==> src/rtl/adc_scan_ascii_reporter_unit_assert.svh <==
// Assertion macros shared by the ADC scan reporter RTL.
// Needs no package; define NO_ASSERTIONS to compile every use to nothing.
`ifndef ADC_SCAN_ASCII_REPORTER_UNIT_ASSERT_SVH
`define ADC_SCAN_ASCII_REPORTER_UNIT_ASSERT_SVH
`ifndef NO_ASSERTIONS
// Checked while reset is released.
`define ASAR_ASSERT(lbl, clk, rstn, prop) \
    lbl: assert property (@(posedge clk) disable iff (!rstn) prop) \
        else $error("asar assertion failed");
// Checked on every edge, reset included.
`define ASAR_ASSERT_ALWAYS(lbl, clk, prop) \
    lbl: assert property (@(posedge clk) prop) \
        else $error("asar assertion failed");
`else
`define ASAR_ASSERT(lbl, clk, rstn, prop)
`define ASAR_ASSERT_ALWAYS(lbl, clk, prop)
`endif
`endif

==> src/rtl/asar_pkg.sv <==
// Package for the ADC scan ASCII reporter: codes, characters, microcode types
// and the control store. No dependencies.
`default_nettype none

package asar_pkg;

    localparam int NUM_SLOTS   = 3;
    localparam int SAMPLE_W    = 10;
    localparam int SLOT_W      = 2;
    localparam int PC_W        = 3;
    localparam int CHAR_W      = 8;
    localparam int IN_TDATA_W  = 16;

    // Input item kinds carried on the slave tuser.
    localparam logic OPC_CONV = 1'b0;
    localparam logic OPC_TICK = 1'b1;

    localparam logic [CHAR_W-1:0] CH_ZERO  = 8'h30;
    localparam logic [CHAR_W-1:0] CH_SPACE = 8'h20;
    localparam logic [CHAR_W-1:0] CH_COMMA = 8'h2C;
    localparam logic [CHAR_W-1:0] CH_LF    = 8'h0A;
    localparam logic [CHAR_W-1:0] CH_CR    = 8'h0D;

    localparam logic [SLOT_W-1:0] LAST_SLOT = SLOT_W'(NUM_SLOTS - 1);

    typedef enum logic {
        OP_DIGIT,
        OP_CHAR
    } t_uop_op;

    typedef enum logic [1:0] {
        PL_1000,
        PL_100,
        PL_10,
        PL_1
    } t_place;

    typedef enum logic [1:0] {
        JC_NONE,
        JC_ALWAYS,
        JC_LAST_SLOT
    } t_jcond;

    typedef struct packed {
        t_uop_op           op;
        t_place            place;
        logic              load;
        logic [CHAR_W-1:0] chr;
        logic              last;
        logic              fin;
        t_jcond            jc;
        logic [PC_W-1:0]   target;
        logic              inc_slot;
    } t_uop;

    // Control handed from the sequencer to the datapath for one step.
    typedef struct packed {
        logic              exec;
        t_uop_op           op;
        t_place            place;
        logic              load;
        logic [SLOT_W-1:0] slot;
        logic [CHAR_W-1:0] chr;
        logic              last;
    } t_dp_ctl;

    localparam logic [PC_W-1:0] PC_NUM   = 3'd0;
    localparam logic [PC_W-1:0] PC_TAIL  = 3'd6;

    // Program: four digits of the current slot, then either comma-space and
    // back to the next slot, or LF, CR and halt after the last slot.
    function automatic t_uop uop_rom(input logic [PC_W-1:0] pc);
        t_uop u;
        u = '{op: OP_CHAR, place: PL_1, load: 1'b0, chr: CH_SPACE, last: 1'b0,
              fin: 1'b0, jc: JC_NONE, target: PC_NUM, inc_slot: 1'b0};
        case (pc)
            3'd0: begin
                u.op    = OP_DIGIT;
                u.place = PL_1000;
                u.load  = 1'b1;
            end
            3'd1: begin
                u.op    = OP_DIGIT;
                u.place = PL_100;
            end
            3'd2: begin
                u.op    = OP_DIGIT;
                u.place = PL_10;
            end
            3'd3: begin
                u.op     = OP_DIGIT;
                u.place  = PL_1;
                u.jc     = JC_LAST_SLOT;
                u.target = PC_TAIL;
            end
            3'd4: begin
                u.chr = CH_COMMA;
            end
            3'd5: begin
                u.chr      = CH_SPACE;
                u.jc       = JC_ALWAYS;
                u.target   = PC_NUM;
                u.inc_slot = 1'b1;
            end
            3'd6: begin
                u.chr = CH_LF;
            end
            3'd7: begin
                u.chr  = CH_CR;
                u.last = 1'b1;
                u.fin  = 1'b1;
            end
            default: begin
                u.fin = 1'b1;
            end
        endcase
        return u;
    endfunction

    function automatic logic [SAMPLE_W-1:0] place_value(input t_place p);
        logic [SAMPLE_W-1:0] r;
        case (p)
            PL_1000: r = 10'd1000;
            PL_100:  r = 10'd100;
            PL_10:   r = 10'd10;
            PL_1:    r = 10'd1;
            default: r = 10'd1;
        endcase
        return r;
    endfunction

endpackage

`default_nettype wire

==> src/rtl/asar_seq.sv <==
// Microcode sequencer: step counter, slot counter and conditional jumps
// over the control store in asar_pkg. Depends on asar_pkg and the assert header.
`default_nettype none
`include "adc_scan_ascii_reporter_unit_assert.svh"

module asar_seq
    import asar_pkg::*;
(
    input  wire logic    i_clk,
    input  wire logic    i_rst_n,
    input  wire logic    i_start,
    input  wire logic    i_out_free,
    output t_dp_ctl      o_ctl,
    output logic         o_ready
);

    logic              r_busy;
    logic              n_busy;
    logic [PC_W-1:0]   r_pc;
    logic [PC_W-1:0]   n_pc;
    logic [SLOT_W-1:0] r_slot;
    logic [SLOT_W-1:0] n_slot;
    t_uop              w_uop;
    logic              w_adv;
    logic              w_jump;

    assign w_uop = uop_rom(r_pc);
    assign w_adv = r_busy && i_out_free;

    always_comb begin
        case (w_uop.jc)
            JC_NONE:      w_jump = 1'b0;
            JC_ALWAYS:    w_jump = 1'b1;
            JC_LAST_SLOT: w_jump = (r_slot == LAST_SLOT);
            default:      w_jump = 1'b0;
        endcase
    end

    always_comb begin
        n_busy = r_busy;
        n_pc   = r_pc;
        n_slot = r_slot;
        if (i_start) begin
            n_busy = 1'b1;
            n_pc   = PC_NUM;
            n_slot = '0;
        end else if (w_adv) begin
            if (w_uop.fin) begin
                n_busy = 1'b0;
                n_pc   = PC_NUM;
            end else if (w_jump) begin
                n_pc = w_uop.target;
            end else begin
                n_pc = r_pc + PC_W'(1);
            end
            if (w_uop.inc_slot) begin
                n_slot = r_slot + SLOT_W'(1);
            end
        end
    end

    always_ff @(posedge i_clk) begin
        if (!i_rst_n) begin
            r_busy <= 1'b0;
            r_pc   <= PC_NUM;
            r_slot <= '0;
        end else begin
            r_busy <= n_busy;
            r_pc   <= n_pc;
            r_slot <= n_slot;
        end
    end

    // A new transaction may enter on the cycle that issues the final step.
    assign o_ready = !r_busy || (w_adv && w_uop.fin);

    always_comb begin
        o_ctl.exec  = w_adv;
        o_ctl.op    = w_uop.op;
        o_ctl.place = w_uop.place;
        o_ctl.load  = w_uop.load;
        o_ctl.slot  = r_slot;
        o_ctl.chr   = w_uop.chr;
        o_ctl.last  = w_uop.last;
    end

    `ASAR_ASSERT(a_slot_in_range, i_clk, i_rst_n, r_busy |-> (r_slot != 2'd3))
    `ASAR_ASSERT(a_cr_after_last_slot, i_clk, i_rst_n, (w_adv && w_uop.last) |-> (r_slot == LAST_SLOT))
    `ASAR_ASSERT(a_halt_after_fin, i_clk, i_rst_n, (w_adv && w_uop.fin && !i_start) |=> !r_busy)
    `ASAR_ASSERT(a_start_only_ready, i_clk, i_rst_n, i_start |-> o_ready)

endmodule

`default_nettype wire

==> src/rtl/asar_dp.sv <==
// Datapath: sample slots, channel pointer, one decimal digit per step and
// the output register. Depends on asar_pkg.
`default_nettype none

module asar_dp
    import asar_pkg::*;
(
    input  wire logic                i_clk,
    input  wire logic                i_rst_n,
    input  wire logic                i_conv,
    input  wire logic [SAMPLE_W-1:0] i_sample,
    input  wire t_dp_ctl             i_ctl,
    input  wire logic                i_out_ready,
    output logic                     o_out_free,
    output logic                     o_out_valid,
    output logic [CHAR_W-1:0]        o_out_byte,
    output logic                     o_out_last
);

    logic [SAMPLE_W-1:0] r_slots [NUM_SLOTS];
    logic [SLOT_W-1:0]   r_chan;
    logic [SAMPLE_W-1:0] r_rem;
    logic [SAMPLE_W-1:0] n_rem;
    logic                r_lead;
    logic                n_lead;
    logic                r_valid;
    logic [CHAR_W-1:0]   r_byte;
    logic                r_last;
    logic [CHAR_W-1:0]   n_byte;

    logic [SAMPLE_W-1:0] w_opnd;
    logic                w_lead;
    logic [3:0]          w_q;
    logic [15:0]         w_prod100;
    logic [14:0]         w_prod10;
    logic [13:0]         w_qp;

    // Conversion transactions fill slots round robin over three channels.
    always_ff @(posedge i_clk) begin
        if (!i_rst_n) begin
            r_chan <= '0;
            for (int i = 0; i < NUM_SLOTS; i++) begin
                r_slots[i] <= '0;
            end
        end else if (i_conv) begin
            case (r_chan)
                2'd0: begin
                    r_slots[0] <= i_sample;
                    r_chan     <= 2'd1;
                end
                2'd1: begin
                    r_slots[1] <= i_sample;
                    r_chan     <= 2'd2;
                end
                2'd2: begin
                    r_slots[2] <= i_sample;
                    r_chan     <= 2'd0;
                end
                default: begin
                    r_chan <= 2'd0;
                end
            endcase
        end
    end

    assign w_opnd    = i_ctl.load ? r_slots[i_ctl.slot] : r_rem;
    assign w_lead    = i_ctl.load ? 1'b1 : r_lead;
    assign w_prod100 = {6'd0, w_opnd} * 16'd41;
    assign w_prod10  = {8'd0, w_opnd[6:0]} * 15'd205;

    // Reciprocal multiplies are exact over the ranges each place can see.
    always_comb begin
        case (i_ctl.place)
            PL_1000: w_q = (w_opnd >= 10'd1000) ? 4'd1 : 4'd0;
            PL_100:  w_q = w_prod100[15:12];
            PL_10:   w_q = w_prod10[14:11];
            PL_1:    w_q = w_opnd[3:0];
            default: w_q = 4'd0;
        endcase
    end

    assign w_qp  = w_q * place_value(i_ctl.place);
    assign n_rem = w_opnd - w_qp[SAMPLE_W-1:0];

    always_comb begin
        n_lead = r_lead;
        n_byte = i_ctl.chr;
        if (i_ctl.op == OP_DIGIT) begin
            n_lead = w_lead && (w_q == 4'd0);
            if (n_lead && (i_ctl.place != PL_1)) begin
                n_byte = CH_SPACE;
            end else begin
                n_byte = CH_ZERO + {4'd0, w_q};
            end
        end
    end

    always_ff @(posedge i_clk) begin
        if (i_ctl.exec && (i_ctl.op == OP_DIGIT)) begin
            r_rem  <= n_rem;
            r_lead <= n_lead;
        end
    end

    always_ff @(posedge i_clk) begin
        if (!i_rst_n) begin
            r_valid <= 1'b0;
        end else if (i_ctl.exec) begin
            r_valid <= 1'b1;
        end else if (i_out_ready) begin
            r_valid <= 1'b0;
        end
    end

    always_ff @(posedge i_clk) begin
        if (i_ctl.exec) begin
            r_byte <= n_byte;
            r_last <= i_ctl.last;
        end
    end

    assign o_out_free  = !r_valid || i_out_ready;
    assign o_out_valid = r_valid;
    assign o_out_byte  = r_byte;
    assign o_out_last  = r_last;

endmodule

`default_nettype wire

==> src/rtl/adc_scan_ascii_reporter_unit.sv <==
// Report tick: 18 output bytes, one per cycle while the sink keeps up; after the tick
// is accepted the sequencer goes busy, then registers each byte in the output register.
// The next tick can enter on the cycle of the final CR step; one byte per microcode step.
// A conversion transaction waits while a line is in progress.
// Synchronous active-low reset zeroes the slots and channel pointer, idles the sequencer.
// Top level of the ADC scan ASCII reporter; depends on asar_pkg, asar_seq, asar_dp.
`default_nettype none

module adc_scan_ascii_reporter_unit
    import asar_pkg::*;
(
    input  wire logic                  i_clk,
    input  wire logic                  i_rst_n,
    input  wire logic                  s_axis_tvalid,
    output logic                       s_axis_tready,
    input  wire logic [IN_TDATA_W-1:0] s_axis_tdata,  // [9:0] sample, rest zero
    input  wire logic                  s_axis_tuser,  // [0] opcode: 0 conversion, 1 tick
    output logic                       m_axis_tvalid,
    input  wire logic                  m_axis_tready,
    output logic [CHAR_W-1:0]          m_axis_tdata,  // [7:0] text_byte
    output logic                       m_axis_tlast
);

    logic    w_acc;
    logic    w_start;
    logic    w_conv;
    logic    w_out_free;
    t_dp_ctl w_ctl;

    assign w_acc   = s_axis_tvalid && s_axis_tready;
    assign w_start = w_acc && (s_axis_tuser == OPC_TICK);
    assign w_conv  = w_acc && (s_axis_tuser == OPC_CONV);

    asar_seq u_seq (
        .i_clk      (i_clk),
        .i_rst_n    (i_rst_n),
        .i_start    (w_start),
        .i_out_free (w_out_free),
        .o_ctl      (w_ctl),
        .o_ready    (s_axis_tready)
    );

    asar_dp u_dp (
        .i_clk       (i_clk),
        .i_rst_n     (i_rst_n),
        .i_conv      (w_conv),
        .i_sample    (s_axis_tdata[SAMPLE_W-1:0]),
        .i_ctl       (w_ctl),
        .i_out_ready (m_axis_tready),
        .o_out_free  (w_out_free),
        .o_out_valid (m_axis_tvalid),
        .o_out_byte  (m_axis_tdata),
        .o_out_last  (m_axis_tlast)
    );

endmodule

`default_nettype wire
==> config.mk <==
export PLATFORM = sky130hd
export DESIGN_NAME = adc_scan_ascii_reporter_unit
export DESIGN_NICKNAME = d
export VERILOG_FILES = /design/src/rtl/asar_pkg.sv /design/src/rtl/asar_seq.sv /design/src/rtl/asar_dp.sv /design/src/rtl/adc_scan_ascii_reporter_unit.sv
export VERILOG_INCLUDE_DIRS = /design/src /design/src/rtl
export SDC_FILE = /design/constraint.sdc
export NUM_CORES = 1
export LEC_CHECK = 0
export ABC_AREA = 0
export BUFFER_PORTS_ARGS = -buffer_cell sky130_fd_sc_hd__clkbuf_2
export CORE_MARGIN = 2
export CORE_UTILIZATION = 45
export CTS_CLUSTER_SIZE = 30
export DETAILED_ROUTE_END_ITERATION = 12
export SLEW_MARGIN = 20
export SYNTH_ARGS = -nofsm -noshare
export SYNTH_HDL_FRONTEND = slang
export SYNTH_SLANG_ARGS = --single-unit
==> constraint.sdc <==
create_clock -name i_clk -period 7.7 [get_ports i_clk]
set_clock_uncertainty 0.15 [all_clocks]
set_input_delay 0.385 -clock i_clk [delete_from_list [all_inputs] [get_ports i_clk]]
set_output_delay 0.385 -clock i_clk [all_outputs]
set_load 0.02 [all_outputs]
==> After elaboration in Yosys (flattened, before gate mapping) <==
Memory sizes are Yosys's and may differ from the RTL's. A register that Yosys moved wholly into a read port is not among the register bits.
Cells that the tools add are included.
{ "classes": {"mux": 40, "bitwise": 6, "n_lt_le_gt_ge": 1, "n_reduce_logical": 23, "addsub": 4, "multipliers": 3, "eq_ne": 16} }
{ "ops": {"columns": ["cell", "count"], "rows": [
  ["10-bit two-way mux", 4],
  ["10-bit case mux with 4 select lines", 1],
  ["1-bit two-way mux", 22],
  ["6-bit case mux with 3 select lines", 1],
  ["10-bit by 6-bit multiplier with 16-bit output (second input constant)", 1],
  ["8-bit two-way mux", 2],
  ["4-bit case mux with 4 select lines", 1],
  ["7-bit by 8-bit multiplier with 15-bit output (second input constant)", 1],
  ["3-bit == test (second input constant)", 4],
  ["3-bit case mux with 4 select lines", 1],
  ["2-bit == test (second input constant)", 5],
  ["10-bit greater-or-equal comparator (second input constant)", 1],
  ["4-bit by 10-bit multiplier with 10-bit output", 1],
  ["5-bit case mux with 2 select lines", 1],
  ["10-bit subtractor", 1],
  ["1-bit logical AND", 8],
  ["6-bit by 4-bit adder with 7-bit output (first input constant)", 1],
  ["2-bit by 1-bit == test with 1-bit output (second input constant)", 3],
  ["3-bit by 2-bit == test with 1-bit output (second input constant)", 2],
  ["2-bit two-way mux", 3],
  ["3-bit two-way mux", 2],
  ["2-bit AND reduction", 3],
  ["2-bit nonzero test", 3],
  ["2-bit zero test", 2],
  ["other kinds (13)", 19]
]} }
{ "totals": {"register_bits": 29, "elab_cells": 103, "mem_count": 1, "ramBits": 30} }
{ "memory_table": {"columns": ["memory", "words", "width", "rd", "rd_ports_with_merged_regs", "write_ports", "line_no", "text"], "rows": [
  ["u_dp.r_slots", 3, 10, 1, 1, 3, "asar_dp.sv:20", "logic [SAMPLE_W-1:0] r_slots [NUM_SLOTS];"]
]} }

==> Longest topological paths before layout <==
Gate-level depths: netlist of run 1.
{ "depth": {"depth_word": 11, "ltp_mapped": 36} }

==> Cells and area by module <==
Synthesis of run 1 repeated with hierarchy kept, for this count alone.
{ "unflattened": {"hier_cells": 557, "area_unflattened_um2": 5675.4} }
{ "modules_own_cells": {"columns": ["mod", "area_per_inst_um2", "instances", "cells_each"], "rows": [
  ["asar_dp", 5117.4, 1, 491],
  ["asar_seq", 541.8, 1, 64],
  ["adc_scan_ascii_reporter_unit", 16.3, 1, 2]
]} }

==> Least setup slack after synthesis of run 1 <==
No wires, ideal clock.
{ "synth_path": {"path_kind": "register to register", "startpoint": "register u_seq.r_pc[1]", "endpoint": "register u_dp.r_rem[9] (data pin)", "required_time_ns": 7.284, "arrival_ns": 7.130, "period_less_slack_ns": 7.546, "setup_slack_ns": 0.154, "stages_incl_launch_ff": 34, "path_cell_list": "dfxtp_1 > clkbuf_1 > inv_1 > ha_1 > nand2b_1 > buf_2 > clkbuf_1 > nand2_1 > and2_1 > inv_1 > ha_1 > fa_1 > inv_1 > ha_1 > inv_1 > fa_1 > inv_1 > ha_1 > o41ai_2 > nor3_1 > o21a_1 > or3_1 > fa_1 > inv_1 > fa_1 > inv_1 > fa_1 > inv_1 > ha_1 > o21a_1 > o21ai_0 > a21oi_1 > o41ai_1 > xnor2_1"} }
{ "synth_via": {"elab_chain_len": 8, "word_cells_on_any_way": 19} }
{ "synth_lines": {"columns": ["element", "line_no", "text"], "rows": [
  ["start: declaration", "asar_seq.sv:19", "logic [PC_W-1:0] r_pc;"],
  ["start signal: assignment", "asar_seq.sv:69", "r_pc <= n_pc;"],
  ["branches (longest 7 deep; another with 10-bit by 6-bit multiplier with 16-bit output)", null, null],
  ["10-bit subtractor *", "asar_dp.sv:83", "assign n_rem = w_opnd - w_qp[SAMPLE_W-1:0];"],
  ["named net u_dp.n_rem[9]", "asar_dp.sv:23", "logic [SAMPLE_W-1:0] n_rem;"],
  ["end signal: assignment", "asar_dp.sv:100", "r_rem <= n_rem;"],
  ["end: declaration", "asar_dp.sv:22", "logic [SAMPLE_W-1:0] r_rem;"]
]} }
Mark *: on every way through the listed nets, which the timed path passes. The select of a mux whose other input is x is not followed.
A chain may end at the register's enable or synchronous reset.

==> results by group, run 1 <==
Worst setup path
  • Critical setup path kind: flop to flop
  • CP Data Arrival Time: 7250 ps
  • Slowest CP cell: fa_1
  • Family with the most delay on the worst path: adder cells
  • Worst Setup End Kind: flop
  • Most used cell, CP: inv_1
  • CP Buf/Inv Count: 9
  • CP peak stage delay: 510 ps
  • Setup crit start kind: flop
  • Worst EP required: 7610 ps
  • Crit-path max FO: 4

Layout
  • Design area: 0.00641 mm2
  • Number of diodes: 0
  • Util after Layout: 53.6%
  • Synth-to-layout area growth: 16.9%
  • Final Non-Filler Cells: 768
  • FILL cells: 1079
  • Layout cells sized above 1: 17.6%
  • Final #Nets: approximately 760

Clocking
  • Clk root buf: clkbuf_16
  • Clock Sink Count: between 50 and 60
  • Clock slew seen by the registers of the worst setup and hold paths: 50 ps
  • CTS tree: built
  • Hold Buf Count CTS: 0
  • CTS Buffer Depth: 2
  • Cts bufs inserted: 9
  • Clk Latency, worst-skew pair: 330 ps
  • H-tree Lvls: 3

Pwr
  • Worst VDD drop: 0.000200 V
  • Leak: 3.06 nW
  • Pwr/cell area: 204 mW/mm2
  • Pwr Total: 1.31 mW

Timing
  • Worst-Margin Slew: 714 ps
  • Slew Viols, Final: 0
  • Final WS setup: 364 ps
  • Setup violators final: 0
  • Period minus WS final: 7340 ps
  • Final Cycle Share: between 90% and 100%
  • Slew Limit Headroom: 52.0%
  • Fmax: 0.136 GHz
  • Final hold violation count: 0

Logic synthesis
  • EDFF count, synth: 48
  • Cell variety after synth: 63
  • Synth cell count leaders: ha_1, inv_1, edfxtp_1
  • Count leader, synth: ha_1
  • Ys flop type: edfxtp_1
  • Synth top area cells: edfxtp_1, ha_1, fa_1
  • Cells after synthesis: approximately 550
  • Asr flop ratio synth: 0%
  • Yosys reg bits: 59
  • Sequential fraction of the synthesis area: 30.3%
  • Synth Cell Area: roughly 0.0055 mm2
  • Synth area leader: edfxtp_1
  • Syn avg cell area: 10.1 um2
  • Top-area cell type share of the netlist area: 26.3%
  • Syn. warnings: 0

Die
  • Core area: 0.0120 mm2
  • Die Ht: 114 um
  • I/O pins: 32
  • Row count: 40
  • Initial Util: 45.8%
  • Die area: 0.0131 mm2
  • Die Width: 114 um

Global route
  • Global-route wire length before repair: 19.7 mm
  • Largest net degree at the start of global routing: 14
  • GRT Resource Usage Total: between 10% and 20%
  • Total congestion overflow: 0
  • Vias in the first global route: around 4100
  • Initial antenna violation count: 0

Placement
  • Routability cong.: 0.910
  • Dpl hpwl: around 10 mm
  • Number of cells in the design after placement: ~750
  • Post-DP Area: 0.00605 mm2
  • Dpl ws: 111 ps
  • Port Buf Inserts: 23

Route
  • ANT nets after route: 0
  • M1 WL: 5.57 mm
  • DRT Wirelength: 11.7 mm
  • First-pass DRT Iterations: 4
  • WL per Instance: about 15 um
  • DR DRC count: 0
  • Met2 Routed Length: approximately 5.7 mm
  • Top routing layer used: met4
  • WL met3: 346 um
  • Via count: around 4000
  • Via density: 5.19
  • DR iter-0 viols: 201

Job
  • MaxCap Viol Count: 0

Outcome
  • Status: complete, no violations

Worst hold path
  • Worst Hold Class: input port to flop
final timing paths:
kind / startpoint / to / slack (ps) / depth (start not counted)
min: s_axis_tvalid / u_seq.r_busy / 190 / 3
max: flop / u_dp.r_rem[9] / 360 / 32
min reg2reg: u_seq.r_busy / u_dp.o_out_valid / 330 / 2
max reg2reg: flop / u_dp.r_rem[9] / 360 / 32
registers in the layout, indices dropped and copies added (netlist names), named ones only:
signal and flops:
u_dp.r_rem 10, u_seq.r_slot 2, u_dp.r_slots 30, u_dp.r_lead 1, u_seq.r_pc 3, u_dp.r_chan 2, u_dp.o_out_byte 6, u_dp.o_out_valid 1
u_seq.r_busy 1, u_dp.o_out_last 1
cell usage in the layout, fill, tap and decap left out, types with 3 or more instances in the layout:
cell and count:
a211oi_1 4, a21boi_0 3, a21o_1 6, a21oi_1 20
a31oi_1 3, a41oi_1 3, and2_1 15, and3_1 5
buf_4 44, clkbuf_16 9, clkbuf_2 23, conb_1 3
dfxtp_1 11, edfxtp_1 48, fa_1 28, ha_1 90
inv_1 86, mux2_2 5, mux2i_1 11, nand2_1 43
nand2b_1 9, nand3_1 11, nor2_1 24, nor2b_1 4
nor3_1 10, o211ai_1 3, o21a_1 6, o21ai_0 13
or3_1 3, xnor2_1 18, xor2_1 3
worst min-delay path: cells and delay by family:
kind                   cells  cell delay (ps)
AO/OA/AOI/OAI              1               70
buffers and inverters      1              100
AND/OR/NAND/NOR            1               50
logic make-up after synthesis:
kind of cell / Yosys count / synth area share [%]
flip-flops: 59 / 30.3
buffers and inverters: 96 / 7.06
adder cells (fa/ha/maj): 119 / 31.0
AO/OA/AOI/OAI: 85 / 10.9
AND/OR/NAND/NOR: 145 / 13.5
multiplexers: 18 / 3.72
XOR/XNOR: 21 / 3.36
other: 2 / 0.137
layer usage:
metal  up-vias  GRT usage [%]
li1       2023              -
met1      1882           26.8
met2        72           32.3
met3        11           2.49
met4         0           5.37
met5         -              0
through the flow:
| stage | hold slack, ps | TNS (ps) |
|---|---|---|
| 2_1_floorplan | 299 | 0 |
| 3_3_place_gp | 318 | 0 |
| 3_5_place_dp | 325 | 0 |
| 4_1_cts | 175 | 0 |
| 5_1_grt | 209 | -36.9 |
| 6_report | 185 | 0 |
what timing repair did:
| action | 4_1_cts | 5_1_grt |
|---|---|---|
| setup endpoints to repair | 0 | 5 |
| resized for setup | 0 | 13 |
| setup buffers | 0 | 4 |
layout make-up:
class / instances / area [um2] / share of cell area, %
Clock buffer: 10 / 229 / 3.57
Clock inverter: 6 / 32.5 / 0.508
Inverter: 86 / 323 / 5.04
Multi-Input combinational cell: 391 / 3500 / 54.6
Sequential cell: 59 / 1660 / 25.9
Tap cell: 147 / 184 / 2.87
Timing Repair Buffer: 69 / 477 / 7.44
report_power, final:
group	internal, mW	switching [mW]	total [mW]
Clock	0.213	0.130	0.344
Combinational	0.261	0.316	0.577
Sequential	0.380	0.00749	0.387
Total	0.854	0.454	1.31
No activity file was read; power rests on OpenSTA's default activity.
==> run 2: changes to the inputs <==
Settings changed: CORE_UTILIZATION 45 to 57, PLACE_DENSITY from default to 0.78.
==> run 2 against run 1 <==
Compared with the run above: register-to-register slack got worse by 120 ps; non-clock buffer count decreased by 22; sequential cell count unchanged; critical path type unchanged; critical endpoint unchanged; largest power group unchanged; highest routed layer unchanged.
==> results by group, run 2 (synthesis results as in run 1) <==
Pwr
  • Pwr Total: approximately 1.3 mW
  • Leak: 2.93 nW
  • Pwr/cell area: 203 mW/mm2
  • Worst VDD drop: 0.000169 V

Timing
  • Worst-Margin Slew: between 1000 and 1500 ps
  • Final Cycle Share: 96.9%
  • Setup violators final: 0
  • Fmax: 0.134 GHz
  • Final hold violation count: 0
  • Slew Viols, Final: 0
  • Slew Limit Headroom: 31.7%
  • Period minus WS final: around 7500 ps

Layout
  • Largest register FFs: 30
  • Biggest register: u_dp.r_slots
  • Final #Nets: 734
  • Most common cell after layout, fill and taps aside: ha_1
  • Final Non-Filler Cells: 728
  • Number of diodes: 0
  • Synth-to-layout area growth: 13.5%
  • FILL cells: 748
  • Most frequent cells in the layout: ha_1, inv_1, edfxtp_1
  • Layout cells sized above 1: about 17%

Worst setup path
  • Crit-path max FO: 10
  • Worst Setup End Kind: flop
  • Most used cell, CP: ha_1
  • Critical setup path kind: flop to flop
  • Family with the most delay on the worst path: adder cells
  • CP Buf/Inv Count: 5
  • CP Data Arrival Time: 7390 ps
  • Setup crit start kind: flop
  • CP peak stage delay: 480 ps
  • Worst EP required: roughly 7600 ps
  • Slowest CP cell: fa_1

Global route
  • Routing usage on met1: 31.5%
  • Met3 Use GR: 2.80%
  • GR peak layer: met2
  • Vias in the first global route: 4030
  • GRT Resource Usage Total: 23.8%
  • Met2 Use GR: 40.5%
  • Initial antenna violation count: 0
  • Total congestion overflow: 0
  • Largest net degree at the start of global routing: 15
  • Global-route wire length before repair: roughly 19 mm

Clocking
  • Cts bufs inserted: 9
  • Hold Buf Count CTS: 0
  • Clk root buf: clkbuf_8
  • CTS tree: built
  • Clock Sink Count: 59
  • H-tree Lvls: 3
  • Clk Latency, worst-skew pair: 340 ps
  • Clock slew seen by the registers of the worst setup and hold paths: 70 ps
  • CTS Buffer Depth: 2

Route
  • Via density: 5.55
  • DRT Wirelength: 11.8 mm
  • ANT nets after route: 0
  • WL per Instance: about 16 um
  • Via count: 4037
  • DR iter-0 viols: between 200 and 250
  • First-pass DRT Iterations: 6
  • DR DRC count: 0

Die
  • Die Ht: 102 um
  • Die Width: 102 um
  • Core area: about 0.0093 mm2
  • Die area: ~0.010 mm2
  • Initial Util: 59.0%
  • I/O pins: 32
  • Row count: 35

Outcome
  • Status: complete, no violations

Job
  • MaxCap Viol Count: 0

Placement
  • Port Buf Inserts: 23
  • Number of cells in the design after placement: 709
  • Dpl hpwl: 9.46 mm
  • Routability cong.: 0.968

Worst hold path
  • Worst Hold Class: input port to flop
run 2: path summary, 6_finish.rpt:
path | slack (ps) | start | end | depth (start not counted)
max reg2reg | 240 | flop | u_dp.r_rem[9] | 28
min reg2reg | 330 | u_seq.r_busy | u_dp.o_out_valid | 2
min | 180 | s_axis_tvalid | u_seq.r_busy | 3
max | 240 | flop | u_dp.r_rem[9] | 28
run 2: power breakdown:
group | switching, mW | internal, mW | total [mW]
Clock | 0.119 | 0.183 | 0.302
Combinational | 0.326 | 0.244 | 0.569
Sequential | 0.00800 | 0.379 | 0.387
run 2: worst min-delay path: cells and delay by family:
family / cells / cell delay, ps
and+or+nand+nor: 1 / 60
AOI/OAI and AO/OA: 1 / 70
buffers and inverters: 1 / 100
run 2: metal layers:
layer | up-vias | share of wire [%]
met5 | - | 0
met2 | 106 | 51
met4 | 0 | 1.6
met1 | 1940 | 43
li1 | 1978 | -
met3 | 13 | 4.4
run 2: metrics by stage:
step	setup TNS, ps	util [%]	setup WS [ps]	hold slack, ps	instance area (um2)
floorplan	0	-	154	299	5480
global placement	0	63.0	42.1	315	5850
detailed placement	-11.4	63.0	-11.4	320	5850
CTS	0	65.6	68.1	174	6090
global route	-41.2	67.0	-41.2	182	6220
finish	0	67.0	242	181	6220
run 2: final cells by class:
type / instances / area (um2) / area share (%)
Inverter: 86 / 323 / 5.19
Sequential cell: 59 / 1660 / 26.8
Multi-Input combinational cell: 391 / 3540 / 57.0
Clock buffer: 14 / 216 / 3.48
Timing Repair Buffer: 47 / 299 / 4.81
Clock inverter: 2 / 10.0 / 0.161
Tap cell: 129 / 161 / 2.60
run 2: what timing repair did:
item | in CTS | in global routing
endpoints found under the setup margin | 1 | 5
pin swaps | 0 | 4
hold endpoints to repair | 0 | 0
setup buffers | 0 | 3
gates resized for setup | 2 | 23
==> run 3: changes to the inputs <==
Settings changed: BUFFER_PORTS_ARGS -buffer_cell sky130_fd_sc_hd__clkbuf_2 to default, CORE_UTILIZATION 57 to 59, DONT_BUFFER_PORTS from default to 1.
==> run 3 against run 2 <==
Compared with the run above: sequential power increased by 1%; wire length increased by 1.6%; largest power group unchanged; sequential share of layout area increased by 0.96 points; combinational power decreased by 2%; hold slack got worse by 140 ps; clock-buffer cell count decreased by 2; sequential cell count unchanged; non-clock buffer count decreased by 24.
==> results by group, run 3 (synthesis results as in run 1) <==
Placement
  • Routability cong.: 0.978
  • Post-DP Area: 0.00572 mm2
  • Dpl hpwl: 9.55 mm
  • Dpl ws: 131 ps
  • Number of cells in the design after placement: 668
  • Port Buf Inserts: 0

Layout
  • Util after Layout: 66.1%
  • Number of diodes: 0
  • Layout cells sized above 1: between 10% and 20%
  • Largest register FFs: 30
  • Most frequent cells in the layout: ha_1, inv_1, edfxtp_1
  • Design area: 0.00602 mm2
  • FILL cells: 716
  • Final Non-Filler Cells: 686
  • Final #Nets: between 700 and 800
  • Synth-to-layout area growth: 9.84%
  • Most common cell after layout, fill and taps aside: ha_1
  • Biggest register: u_dp.r_slots

Global route
  • Vias in the first global route: about 4200
  • Largest net degree at the start of global routing: 15
  • Initial antenna violation count: 0
  • GRT Resource Usage Total: 25.6%
  • Global-route wire length before repair: 19.8 mm
  • Total congestion overflow: 0

Pwr
  • Pwr/cell area: 200 mW/mm2
  • Worst VDD drop: 0.000194 V
  • Leak: 2.82 nW
  • Pwr Total: 1.21 mW

Route
  • DR iter-0 viols: roughly 230
  • DR DRC count: 0
  • ANT nets after route: 0
  • WL per Instance: about 17 um
  • Via count: 4002
  • Via density: slightly below 6
  • DRT Wirelength: about 12 mm
  • First-pass DRT Iterations: 4

Die
  • Die Width: roughly 100 um
  • Row count: 35
  • Core area: 0.00911 mm2
  • Die area: 0.0101 mm2
  • Die Ht: 100 um
  • I/O pins: 32
  • Initial Util: between 60% and 70%

Timing
  • Slew Limit Headroom: 22.9%
  • RSZ-0062 raised after global routing: no
  • Worst-Margin Slew: 1150 ps
  • Slew Viols, Final: 0
  • Setup_tns: 0 ps
  • Final Cycle Share: 95.8%
  • WHS: 41.1 ps
  • Final WS setup: 320 ps
  • Period minus WS final: 7380 ps
  • Setup violators final: 0
  • Final hold violation count: 0
  • Fmax: about 0.14 GHz

Clocking
  • CTS tree: built
  • Clock Sink Count: 59
  • H-tree Lvls: 3
  • Clk root buf: clkbuf_8
  • Clock slew seen by the registers of the worst setup and hold paths: 70 ps
  • CTS Buffer Depth: 2
  • Clk Latency, worst-skew pair: 340 ps
  • Cts bufs inserted: 9

Worst setup path
  • Crit-path max FO: 5
  • Setup crit start kind: flop
  • Critical setup path kind: flop to flop
  • Worst Setup End Kind: flop
  • Worst EP required: 7640 ps
  • CP Data Arrival Time: 7320 ps
  • R2R setup slack: 320 ps

Outcome
  • Status: complete, no violations

Worst hold path
  • Worst Hold Class: input port to flop

Job
  • MaxCap Viol Count: 0
-- run 3: cell types whose count changed in the layout (fill, tap and decap cells not counted), sizes merged --
cell,delta
clkinv,+1
inv,+1
buf,-1
clkbuf,-25
-- run 3: worst max-delay path: stages (launching register included) --
cell,delay (ps)
dfxtp_4,390
mux2_2,370
mux2i_4,170
o21a_1,230
inv_2,100
ha_1,350
ha_1,320
fa_1,500
inv_1,50
fa_1,490
inv_1,40
ha_1,230
o41ai_4,440
nor3_2,110
nor2_1,140
xnor2_1,170
and2_1,190
fa_1,460
ha_1,330
fa_1,500
inv_1,40
ha_1,360
nand3_1,110
nand2_1,60
a41oi_1,230
a21oi_1,150
o41ai_2,340
xnor2_1,120
-- run 3: path summary, 6_finish.rpt --
check | to | cells after the start | from
worst max-delay path | u_dp.r_rem[9] | 27 | flop
worst min-delay path | u_dp.r_chan[0] | 1 | i_rst_n
worst max register to register | u_dp.r_rem[9] | 27 | flop
worst min register to register | u_dp.o_out_valid | 2 | u_seq.r_busy
-- run 3: final cells by class --
type | count | area, um2 | share of cell area (%)
Clock buffer | 12 | 155 | 2.58
Clock inverter | 4 | 25.0 | 0.416
Inverter | 86 | 323 | 5.36
Multi-Input combinational cell | 391 | 3530 | 58.7
Sequential cell | 59 | 1670 | 27.7
Tap cell | 111 | 139 | 2.31
Timing Repair Buffer | 23 | 176 | 2.93
-- run 3: metal layers --
metal  part of all wire, %  GRT usage, %  routed length [um]
met1                    42          30.8                4980
met2                    51          45.3                6140
met3                   4.6          5.29                 555
met4                   2.6          9.59                 309
met5                     0             0                   0
-- run 3: what timing repair did --
| item | CTS | global route |
|---|---|---|
| hold buffers | 0 | 0 |
| setup buffers | 0 | 2 |
| gates resized for setup | 0 | 27 |
| setup endpoints to repair | 0 | 4 |
-- run 3: where the power goes --
part | total [mW] | internal [mW] | switching (mW)
Combinational | 0.556 | 0.235 | 0.321
Clock | 0.258 | 0.134 | 0.124
Sequential | 0.391 | 0.379 | 0.0117
